`src/rtl/core/ctmf_pkg.sv`:
```
`timescale 1ns / 1ps
// ----------------------------------------------------------------------------
// ctmf_pkg
// Shared types and constants of the clamped temporal median filter core.
// ----------------------------------------------------------------------------
package ctmf_pkg;

  localparam int SAMPLE_W   = 16;
  localparam int MEDIAN_W   = 17;
  localparam int CHANNEL_W  = 6;
  localparam int DEPTH_W    = 3;
  localparam int COUNT_W    = 7;
  localparam int CFG_ADDR_W = 4;
  localparam int CFG_DATA_W = 32;

  // register indexes, taken from paddr[3:2]
  localparam logic [1:0] REG_RANGE_MIN     = 2'd0;
  localparam logic [1:0] REG_RANGE_MAX     = 2'd1;
  localparam logic [1:0] REG_HISTORY_DEPTH = 2'd2;
  localparam logic [1:0] REG_CHANNEL_COUNT = 2'd3;

  localparam logic [SAMPLE_W-1:0] RANGE_MIN_RST     = 16'd0;
  localparam logic [SAMPLE_W-1:0] RANGE_MAX_RST     = 16'd5120;
  localparam logic [DEPTH_W-1:0]  HISTORY_DEPTH_RST = 3'd3;
  localparam logic [COUNT_W-1:0]  CHANNEL_COUNT_RST = 7'd5;

  typedef enum logic [2:0] {
    ST_CLEAR,
    ST_IDLE,
    ST_READ,
    ST_RANK,
    ST_SEL
  } ctmf_state_t;

  typedef struct packed {
    logic clear;
    logic accept;
    logic update;
    logic rank;
    logic out_load;
  } ctmf_cmd_t;

  typedef struct packed {
    logic clear_last;
    logic out_free;
  } ctmf_sts_t;

endpackage

```
`src/rtl/core/ctmf_ctrl.sv`:
```
`timescale 1ns / 1ps
// ----------------------------------------------------------------------------
// ctmf_ctrl
// Sequencer: clearing pass after reset, then read, rank and select per beat.
// ----------------------------------------------------------------------------
module ctmf_ctrl (
  input  logic                clk,
  input  logic                rst_n,
  input  logic                in_valid,
  output logic                in_stall,
  input  ctmf_pkg::ctmf_sts_t sts,
  output ctmf_pkg::ctmf_cmd_t cmd
);

  ctmf_pkg::ctmf_state_t state_r, state_nxt;

  always_ff @(posedge clk) begin
    if (!rst_n) begin
      state_r <= ctmf_pkg::ST_CLEAR;
    end else begin
      state_r <= state_nxt;
    end
  end

  always_comb begin
    state_nxt = state_r;
    case (state_r)
      ctmf_pkg::ST_CLEAR: begin
        if (sts.clear_last) state_nxt = ctmf_pkg::ST_IDLE;
      end
      ctmf_pkg::ST_IDLE: begin
        if (in_valid) state_nxt = ctmf_pkg::ST_READ;
      end
      ctmf_pkg::ST_READ: state_nxt = ctmf_pkg::ST_RANK;
      ctmf_pkg::ST_RANK: state_nxt = ctmf_pkg::ST_SEL;
      ctmf_pkg::ST_SEL: begin
        if (sts.out_free) state_nxt = ctmf_pkg::ST_IDLE;
      end
      default: state_nxt = ctmf_pkg::ST_CLEAR;
    endcase
  end

  always_comb begin
    cmd      = '0;
    in_stall = 1'b1;
    case (state_r)
      ctmf_pkg::ST_CLEAR: cmd.clear = 1'b1;
      ctmf_pkg::ST_IDLE: begin
        in_stall   = 1'b0;
        cmd.accept = in_valid;
      end
      ctmf_pkg::ST_READ: cmd.update = 1'b1;
      ctmf_pkg::ST_RANK: cmd.rank = 1'b1;
      ctmf_pkg::ST_SEL:  cmd.out_load = sts.out_free;
      default: cmd = '0;
    endcase
  end

endmodule

```
`config.mk`:
```
export PLATFORM = sky130hd
export DESIGN_NAME = ctmf_ctrl
export DESIGN_NICKNAME = d
export VERILOG_FILES = /design/src/rtl/core/ctmf_pkg.sv /design/src/rtl/core/ctmf_ctrl.sv
export SDC_FILE = /design/constraint.sdc
export NUM_CORES = 1
export LEC_CHECK = 0
export ABC_AREA = 1
export BUFFER_PORTS_ARGS = -buffer_cell sky130_fd_sc_hd__buf_2
export CORE_AREA = 2 2 39 41
export CTS_BUF_LIST = sky130_fd_sc_hd__clkbuf_2
export DETAILED_ROUTE_END_ITERATION = 10
export DIE_AREA = 0 0 41 43
export GPL_ROUTABILITY_DRIVEN = 0
export PLACE_DENSITY = 0.33
export SYNTH_ARGS = -nofsm -noshare
export SYNTH_HDL_FRONTEND = slang
export SYNTH_SLANG_ARGS = --single-unit
export TNS_END_PERCENT = 10
```
`constraint.sdc`:
```
create_clock -name clk -period 1.3 [get_ports clk]
set_input_delay 0.065 -clock clk [delete_from_list [all_inputs] [get_ports clk]]
set_output_delay 0.065 -clock clk [all_outputs]
set_load 0.02 [all_outputs]
```
# Word-level counts from Yosys, hierarchy flattened
# Index checks and enable logic that the tools add are counted.
[classes] n_addsub=0 n_mul=0 div_mod_pow=0 order_cmp=0 n_eq_ne=7 shift=0 n_mux=10 bitwise=0 n_reduce_logical=2
[op_table] op="case mux 3 bit (5 select lines)" count=1
[op_table] op="two-way mux 3 bit" count=3
[op_table] op="equality test 3 x 2 -> 1 bit, second input constant" count=2
[op_table] op="two-way mux 1 bit" count=6
[op_table] op="inequality test 2 bit, second input constant" count=3
[op_table] op="equality test 3 x 1 -> 1 bit, second input constant" count=1
[op_table] op="equality test 3 bit, second input constant" count=1
[op_table] op="logical NOT 3 bit" count=1
[op_table] op="AND reduction 3 bit" count=1
[word_totals] ff_bits=3 latch_bits=0 ram_bits=0 mem_bits_ro=0 word_cells=20 mem_count=0

# Logic depth before layout (Yosys ltp)
# Gate-level depths: netlist of the first run.
[logic_depth] word_depth=3 mapped_depth=6 depth_no_buf=6

# Least setup slack after synthesis of the first run
# OpenSTA, ideal clock, no wires.
[synth_path] path_type="reg2out" startpoint="register state_r[2]" endpoint="output cmd[0] (netlist bit)" arrival_time_ps=1175 path_slack_ps=60 stages_incl_launch_ff=3 n_path_buf=0 path_cell_list="dfxtp_1 -> inv_1 -> nor4_1"
[synth_rtl] item="start, declared" line="ctmf_ctrl.sv:15" text="ctmf_pkg::ctmf_state_t state_r, state_nxt;"
[synth_rtl] item="start signal, assigned" line="ctmf_ctrl.sv:19" text="state_r <= ctmf_pkg::ST_CLEAR;"
[synth_rtl] item="start signal, assigned" line="ctmf_ctrl.sv:21" text="state_r <= state_nxt;"
[synth_rtl] item="end, declared" line="ctmf_ctrl.sv:12" text="output ctmf_pkg::ctmf_cmd_t cmd"

==> metrics.md, run 1 <==
| Metric | Value |
|---|---|
| Run status | `finished clean` |
| Setup violators final | `0` |
| Summed negative setup slack over all endpoints | `0 ps` |
| PwrDens | `~1200 nW/um^2` |
| Most area-consuming cells after synthesis | `dfxtp_1, inv_1, nand3_1, nor2_1, nor2_4` |
| Post-detailed-route count of antenna-violating nets | `0` |
| Comb power frac | `31.0%` |
| Largest Register | `state_r` |
| Inserted Diodes | `0` |
| Critical Setup Path Class | `reg2out` |
| Num ports | `11` |
| Sequential share of power | `32.2%` |
| Number of flip-flops under the largest register name | `3` |
| Clk network pwr share | `36.8%` |
| Synth Area in Compound Gates | `between 4 and 5%` |
| Count of routing violations after the opening detailed-route iteration | `1` |
| Nature of the critical path endpoint | `output port` |
| Final design instance area without fill | `295 um^2` |
| Xor and xnor area share after synthesis | `0%` |
| CTS sink count | `3` |
| GRT Util Overall | `under 10%` |
| Core Box Area | `1380 um^2` |
| Buffers inserted during post-CTS setup optimization | `0` |
| Number of iterations in the first detailed-routing pass | `3` |
| Sequential fraction of the synthesis area | `29.4%` |
| Static leakage | `between 0.15 and 0.2 nW` |
| Die footprint | `1760 um^2` |
| Most common cell in the synthesized netlist | `inv_1` |
| Clock period minus final worst setup slack | `1170 ps` |
| Number of cells on the worst hold path | `3` |
| Post-Synth Adder-Cell Area | `0%` |
| Synth Area per Inst | `between 6 and 7 um^2` |
| Hold Fails Final Rpt | `0` |
| Number of max-cap violations | `0` |
| Number of nets in the layout | `52` |
| Placed cell count | `58` |
| Cell internal power dissipation | `0.222 mW` |
| Switching share of total power | `between 30% and 40%` |
| Portion of synthesized cell area occupied by the leading cell type | `29.4%` |
| Clock Tree Buf Depth | `2` |
| Depth of the most critical reg-to-reg path | `5` |
| Cells after synthesis | `32` |
| Cell Area, Synth | `around 200 um^2` |
| Number of global-route vias before repair | `218` |
| Final Total Pwr | `0.352 mW` |
| Top FF cell, synth | `dfxtp_1` |
| Wire length reported by the detailed router | `510 um` |
| Combinational family with the most area after synthesis | `simple AND/OR/NAND/NOR gates` |
| Largest registers | `state_r x3` |
| Mux share of post-synthesis cell area | `0%` |
| Critical path peak fanout | `5` |
| TritonCTS clock tree | `yes` |
| Arrival @ worst endpoint | `1100 ps` |
| Share of cells above drive strength 1 | `43.5%` |
| Cell area after placement | `274 um^2` |
| Unrepaired setup endpoints after global routing | `no` |
| Distinct cells, synth | `13` |
| Worst Path Required | `1240 ps` |
| Worst clock skew | `2.03 ps` |
| Fin crit share | `~90%` |
| Later-pin clock latency in the skew report | `200 ps` |
| Placed wire-length estimate after detailed placement | `429 um` |
| Number of fillers in the final layout | `160` |
| Total number of yosys warnings | `0` |
| Share of synthesized registers carrying an async set or reset | `0%` |
| Combined flip-flop and latch cell area | `61.3 um^2` |
| Net count of the mapped netlist | `37` |
| Min-Delay Path Class | `in2reg` |
| IR Drop Worst-Case VDD | `roughly 0.29 mV` |
| Top cells by instance count after synthesis | `inv_1, nand3_1, nor2_1` |
| # rows | `14` |
| Power spent charging and discharging nets | `0.130 mW` |
| Effective utilization at floorplan | `14.7%` |
| Clock tree root buffer cell | `clkbuf_2` |
| Area leader, netlist | `dfxtp_1` |
| Die X-Extent | `41 um` |
| Port Buffers | `10` |
| Startpoint type of the worst setup path | `register` |
| Global-route wire length before repair | `814 um` |
| Slew at the pin closest to its max-slew limit | `214 ps` |
| Leftover overflow at the end of global routing | `0` |
| Wire length per cell | `slightly above 8 um` |
| Fmax | `858 MHz` |
| Initial antenna violation count | `0` |
| Largest net degree at the start of global routing | `8` |
| Multi-input gate area in the final layout | `106 um^2` |
| Number of H-tree branching levels | `1` |
| CTS Buf Count | `3` |
| Total via count in the routed design | `between 200 and 250` |
| Die Span Y | `43 um` |
| Via density per instance | `3.77` |
| Headroom to the max-slew limit | `about 86%` |
| Count of flip-flops with a built-in enable after synthesis | `0` |
| Max-slew violation count | `0` |
| Core Util, Final | `21.3%` |
| Post-layout instance count excluding filler cells | `just over 60` |
| Register bit total from synthesis | `3` |
| Layout overhead on the synthesized area | `44.8%` |
| Fraction of the mapped netlist area in simple logic gates | `47.2%` |
| Clock-pin slew on the worst setup and hold paths | `around 40 ps` |
| Post-route DRC violation count | `0` |
[worst max-delay path, cell delays in order, from the launching register on]
cell and delay (ps):
dfxtp_1 410, inv_2 80, nor2_4 110, nand2_2 70
nor2_1 70, buf_2 160
[stage by stage]
step / setup slack [ps] / hold WS, ps
2_1_floorplan: 59.6 / 213
3_3_place_gp: 253 / 352
3_5_place_dp: 264 / 348
4_1_cts: 48.6 / 128
5_1_grt: 9.23 / 130
6_report: 134 / 135
[logic make-up (layout without fill, tap and decap cells)]
kind of cell,Yosys count,in the layout
flops,3,3
buf+inv,10,24
simple gates,17,17
compound gates,2,2
[path summary, 6_finish.rpt]
path	from	end	slack, ps
hold / removal	rst_n	state_r[2]	130
hold reg to reg	state_r[1]	state_r[2]	570
setup reg to reg	state_r[1]	state_r[0]	300
setup / recovery	state_r[0]	cmd[3]	130
[routing by layer]
layer | wire (um) | share of wire [%] | GRT usage (%) | vias up
met5 | 0 | 0 | 0 | -
met4 | 0 | 0 | 4.00 | 0
met3 | 36 | 7.1 | 6.28 | 0
met2 | 252 | 49 | 9.38 | 5
met1 | 221 | 43 | 7.69 | 103
li1 | - | - | - | 126
[placed cells by master, fill, tap and decap left out, drive strengths merged]
cell type  instances
a21oi              2
buf               10
clkbuf             4
dfxtp              3
inv               10
nand2              3
nand3              6
nor2               5
nor3               2
nor4               1
[power groups by stage]
stage | combinational [mW] | clock (mW) | sequential [mW]
2_1_floorplan | 0.0803 | 0 | 0.112
3_3_place_gp | 0.112 | 0 | 0.115
3_5_place_dp | 0.110 | 0 | 0.115
4_1_cts | 0.110 | 0.137 | 0.113
5_1_grt | 0.120 | 0.145 | 0.115
6_report | 0.109 | 0.129 | 0.113
[cell type report]
type	instances	area share, %
multi-input cells	19	36.0
well taps	16	6.78
clock buffers	4	6.78
repair buffers	10	16.9
flip-flops and latches	3	20.8
inverters	10	12.7
[what timing repair did]
item,4_1_cts,5_1_grt
hold buffers,0,0
setup endpoints to repair,0,1
resized for setup,0,1
Note: power is estimated with default switching activity, not from simulation.
==> run 2: changes to the inputs <==
RECOVER_POWER = 50   (was default)
==> run 2 against run 1 <==
Non-clock buffer count is the same. Routed wire length up 1.4%. Clock skew increased by 0.95 ps. Die area unchanged. Clock-buffer cell count unchanged. Core utilization is 0.45 points lower. Largest cell class unchanged. Largest power group unchanged.
==> metrics.md, run 2 (synthesized netlist as in run 1, its figures left out) <==
| Metric | Value |
|---|---|
| TritonCTS clock tree | `yes` |
| Startpoint type of the worst setup path | `register` |
| Largest Register | `state_r` |
| Largest net degree at the start of global routing | `8` |
| Summed negative setup slack over all endpoints | `0 ps` |
| Terminus of the critical flop-to-flop path | `state_r[0]` |
| Global-route wire length before repair | `814 um` |
| Headroom to the max-slew limit | `83.6%` |
| Wire length reported by the detailed router | `517 um` |
| Setup violators final | `0` |
| Inserted Diodes | `0` |
| Largest registers | `state_r x3` |
| Critical Setup Path Class | `reg2out` |
| Slew at the pin closest to its max-slew limit | `247 ps` |
| Arrival @ worst endpoint | `between 1000 and 1500 ps` |
| Most used cells in the layout excluding fill and tap cells | `inv_1, buf_2, nand3_1, nor2_1, clkbuf_2` |
| Clock Tree Buf Depth | `2` |
| Clock period minus final worst setup slack | `1160 ps` |
| Wire length per cell | `8.34 um` |
| Post-route DRC violation count | `0` |
| IR Drop Worst-Case VDD | `0.283 mV` |
| Total via count in the routed design | `~240` |
| Fin crit share | `89.6%` |
| Critical path peak fanout | `5` |
| Die Span Y | `43 um` |
| Clock tree root buffer cell | `clkbuf_2` |
| Number of nets in the layout | `between 50 and 60` |
| CTS sink count | `3` |
| Cell area after placement | `274 um^2` |
| Static leakage | `0.169 nW` |
| R2r startpoint | `state_r[1]` |
| Die footprint | `1760 um^2` |
| Run status | `finished clean` |
| Number of max-cap violations | `0` |
| PwrDens | `around 1200 nW/um^2` |
| Fmax | `859 MHz` |
| Leftover overflow at the end of global routing | `0` |
| Max-slew violation count | `0` |
| Final design instance area without fill | `around 290 um^2` |
| Buffers inserted during post-CTS setup optimization | `0` |
| Core Box Area | `1380 um^2` |
| Number of H-tree branching levels | `1` |
| CTS Buf Count | `3` |
| Via density per instance | `around 3.8` |
| Share of cells above drive strength 1 | `39.1%` |
| Min-Delay Path Class | `in2reg` |
| Slack of the worst reg-to-reg path | `290 ps` |
| Number of fillers in the final layout | `162` |
| Depth of the most critical reg-to-reg path | `5` |
| Number of cells on the worst hold path | `3` |
| Number of flip-flops under the largest register name | `3` |
| Count of routing violations after the opening detailed-route iteration | `1` |
| Worst Min Path Start | `rst_n` |
| Placed wire-length estimate after detailed placement | `429 um` |
| Port Buffers | `10` |
| Initial antenna violation count | `0` |
| Pre-CTS setup slack | `~260 ps` |
| Later-pin clock latency in the skew report | `approximately 200 ps` |
| GRT Util Overall | `roughly 7.2%` |
| Effective utilization at floorplan | `between 10% and 20%` |
| Num ports | `11` |
| Unrepaired setup endpoints after global routing | `no` |
| Hold Fails Final Rpt | `0` |
| Setup slack of the critical path after layout | `136 ps` |
| Die X-Extent | `between 40 and 50 um` |
| Number of global-route vias before repair | `218` |
| # rows | `14` |
| Clock-pin slew on the worst setup and hold paths | `40 ps` |
| Number of iterations in the first detailed-routing pass | `3` |
| Worst clock skew | `2.98 ps` |
| Worst Path Required | `1240 ps` |
| Layout overhead on the synthesized area | `41.7%` |
| Post-detailed-route count of antenna-violating nets | `0` |
| Endpoint of the worst hold-timing path | `state_r[2]` |
| Nature of the critical path endpoint | `output port` |
run 2: cell types whose count changed in the layout (fill, tap and decap cells not counted), sizes merged:
cell | previous run | this run
buf | 10 | 9
clkbuf | 4 | 5
run 2: metal layers:
layer	track usage, %	share of wire, %	vias up
met5	0	0	-
met4	4.00	0	0
li1	-	-	126
met1	7.69	44	104
met2	9.38	49	5
met3	6.28	7.2	0
run 2: report_power, final:
part | switching [mW] | internal [mW]
sequential | 0.0126 | 0.101
combinational | 0.0684 | 0.0368
clock | 0.0475 | 0.0812
run 2: worst max-delay path by stage:
stage / from / to / slack (ps) / cells past startpoint
after floorplan: state_r[2] / cmd[0] / 60 / 2
after global placement: state_r[2] / cmd[0] / 250 / 3
after detailed placement: state_r[2] / state_r[0] / 260 / 5
after CTS: state_r[2] / cmd[0] / 50 / 3
after global routing: state_r[2] / cmd[0] / 9 / 3
final: state_r[0] / cmd[3] / 140 / 5
run 2: what timing repair did:
| item | CTS | global route |
|---|---|---|
| gates resized for setup | 0 | 1 |
| hold buffers | 0 | 0 |
| endpoints found under the setup margin | 0 | 1 |
| endpoints found under the hold margin | 0 | 0 |
run 2: critical path: stages (launching register included):
cell and delay (ps):
dfxtp_1 410, inv_2 80, nor2_4 110, nand2_2 70, nor2_1 70, buf_2 160
run 2: area by class of cell:
| type | instances | area (um^2) | area share [%] |
|---|---|---|---|
| multi-input combinational | 19 | 101 | 35.1 |
| sequential | 3 | 61.3 | 21.2 |
| timing repair buffer | 10 | 48.8 | 16.9 |
| inverter | 10 | 37.5 | 13.0 |
| clock buffer | 4 | 20.0 | 6.93 |
| tap | 16 | 20.0 | 6.93 |
run 2: through the flow:
stage	hold slack, ps	util, %	power (mW)	cells
2_1_floorplan	213	-	0.192	32
3_3_place_gp	352	19.8	0.227	58
3_5_place_dp	348	19.8	0.225	58
4_1_cts	128	21.2	0.361	62
5_1_grt	131	20.9	0.376	62
6_report	135	20.9	0.347	62
==> run 3: changes to the inputs <==
PLACE_DENSITY = 0.34   (was 0.33)
clock period = 1 ns   (was 1.3 ns; I/O delays follow)
==> run 3 against run 2 <==
The run now ends with negative setup slack left. Clock-buffer cell count unchanged. Worst setup slack got worse by 200 ps. Critical path depth did not move. First-iteration DRC count grew to 3.0 times the previous value. Clock skew shrank 1.5 ps. Largest power group is now combinational logic.
==> metrics.md, run 3 (synthesized netlist as in run 1, its figures left out) <==
| Metric | Value |
|---|---|
| Run status | `finished with violations` |
| Failing checks | `negative setup slack` |
| Via density per instance | `3.85` |
| Num ports | `11` |
| Highest cell delay on the worst timing path | `360 ps` |
| Die X-Extent | `~41 um` |
| Slowest cell on the critical path | `dfxtp_4` |
| CTS Buf Count | `3` |
| Initial antenna violation count | `0` |
| Number of nets in the layout | `55` |
| Wire length reported by the detailed router | `506 um` |
| Most used cells in the layout excluding fill and tap cells | `inv_1, buf_4, nand3_1, buf_2, clkbuf_2` |
| Endpoint of the worst hold-timing path | `state_r[0]` |
| Layout overhead on the synthesized area | `80.4%` |
| Post-detailed-route count of antenna-violating nets | `0` |
| Number of global-route vias before repair | `241` |
| Number of max-cap violations | `0` |
| Global-route wire length before repair | `~900 um` |
| Setup violators final | `5` |
| Critical path peak fanout | `4` |
| Count of routing violations after the opening detailed-route iteration | `3` |
| Buffers inserted during post-CTS setup optimization | `0` |
| PwrDens | `1360 nW/um^2` |
| # rows | `14` |
| Worst clock skew | `1.53 ps` |
| Largest net degree at the start of global routing | `7` |
| R2r startpoint | `state_r[1]` |
| Startpoint type of the worst setup path | `register` |
| Clock tree root buffer cell | `clkbuf_2` |
| Post-route DRC violation count | `0` |
| Die Span Y | `43 um` |
| Clock-pin slew on the worst setup and hold paths | `40 ps` |
| Hold Fails Final Rpt | `0` |
| Fmax | `942 MHz` |
| Setup slack of the critical path after layout | `-62.1 ps` |
| Terminus of the critical flop-to-flop path | `state_r[0]` |
| Core Box Area | `1380 um^2` |
| Max-slew violation count | `0` |
| Number of flip-flops under the largest register name | `3` |
| Inserted Diodes | `0` |
| Min-Delay Path Class | `in2reg` |
| Largest registers | `state_r x3` |
| Placed wire-length estimate after detailed placement | `444 um` |
| Later-pin clock latency in the skew report | `210 ps` |
| Core Util, Final | `26.6%` |
| Depth of the most critical reg-to-reg path | `5` |
| Unrepaired setup endpoints after global routing | `yes` |
| Leftover overflow at the end of global routing | `0` |
| Number of fillers in the final layout | `156` |
| Largest Register | `state_r` |
| CTS sink count | `3` |
| Fin crit share | `106%` |
| Die footprint | `1760 um^2` |
| Number of H-tree branching levels | `1` |
| Share of cells above drive strength 1 | `around three fifths` |
| Summed negative setup slack over all endpoints | `-224 ps` |
| Static leakage | `0.201 nW` |
| Most common cell after layout, fill and taps aside | `inv_1` |
| Clock period minus final worst setup slack | `between 1000 and 1500 ps` |
| Total via count in the routed design | `250` |
| TritonCTS clock tree | `yes` |
| Slack of the worst reg-to-reg path | `approximately 80 ps` |
| Worst Min Path Start | `rst_n` |
| Number of cells on the worst hold path | `3` |
| Number of iterations in the first detailed-routing pass | `2` |
| IR Drop Worst-Case VDD | `0.348 mV` |
| Port Buffers | `10` |
| Slew at the pin closest to its max-slew limit | `around 190 ps` |
| GRT Util Overall | `~8%` |
| Critical Setup Path Class | `reg2out` |
| Headroom to the max-slew limit | `87.0%` |
| Arrival @ worst endpoint | `1010 ps` |
| Effective utilization at floorplan | `14.7%` |
| Nature of the critical path endpoint | `output port` |
| Clock Tree Buf Depth | `2` |
| Wire length per cell | `slightly below 8 um` |
| Number of buffers inserted by hold repair at cts | `0` |
| Worst Path Required | `950 ps` |
| Cell-by-cell trace of the critical path | `inv_2 -> nor2_4 -> nand2_1 -> inv_1 -> buf_4` |
run 3: changes by cell type in the layout (fill, tap and decap cells not counted), sizes merged:
cell,before,now
clkbuf,5,4
buf,9,13
run 3: worst max-delay path by stage:
stage	from	end	slack [ps]
detailed placement	state_r[2]	state_r[0]	5
global route	state_r[1]	cmd[0]	-140
finish	state_r[0]	cmd[1]	-60
CTS	state_r[1]	cmd[0]	-80
global placement	state_r[2]	state_r[0]	-30
floorplan	state_r[2]	cmd[0]	-10
run 3: per-stage QoR:
step	setup WS [ps]	area [um^2]	power, mW	cells	hold WS, ps
floorplan	-10.6	213	0.254	32	198
global placement	-28.6	305	0.313	61	337
detailed placement	4.93	305	0.311	61	339
CTS	-75.7	355	0.499	65	109
global route	-141	368	0.542	65	122
finish	-62.1	368	0.501	65	105
run 3: worst max-delay path, delay by kind of cell, from the launching register on:
| kind | cells | cell delay (ps) |
|---|---|---|
| simple gates | 2 | 210 |
| buf+inv | 3 | 240 |
| flops | 1 | 360 |
run 3: cell type report:
class	instances	area, um^2	area share [%]
repair buffers	13	88.8	24.1
well taps	16	20.0	5.44
flip-flops and latches	3	71.3	19.4
multi-input cells	19	130	35.4
clock buffers	4	20.0	5.44
inverters	10	37.5	10.2
run 3: per-layer routing:
| layer | wire length [um] | up-vias | part of all wire [%] | GRT usage [%] |
|---|---|---|---|---|
| li1 | - | 133 | - | - |
| met1 | 180 | 109 | 36 | 7.69 |
| met2 | 284 | 6 | 56 | 12.2 |
| met3 | 27 | 2 | 5.3 | 3.14 |
| met4 | 14 | 0 | 2.8 | 8.00 |
| met5 | 0 | - | 0 | 0 |
run 3: repair_timing:
action / 4_1_cts / 5_1_grt
hold endpoints to repair: 0 / 0
endpoints found under the setup margin: 7 / 8
pin swaps: 1 / 1
resized for setup: 13 / 3
run 3: power breakdown:
part / switching [mW] / total (mW) / internal (mW)
registers: 0.0148 / 0.145 / 0.130
logic: 0.105 / 0.185 / 0.0802
clock network: 0.0646 / 0.170 / 0.105
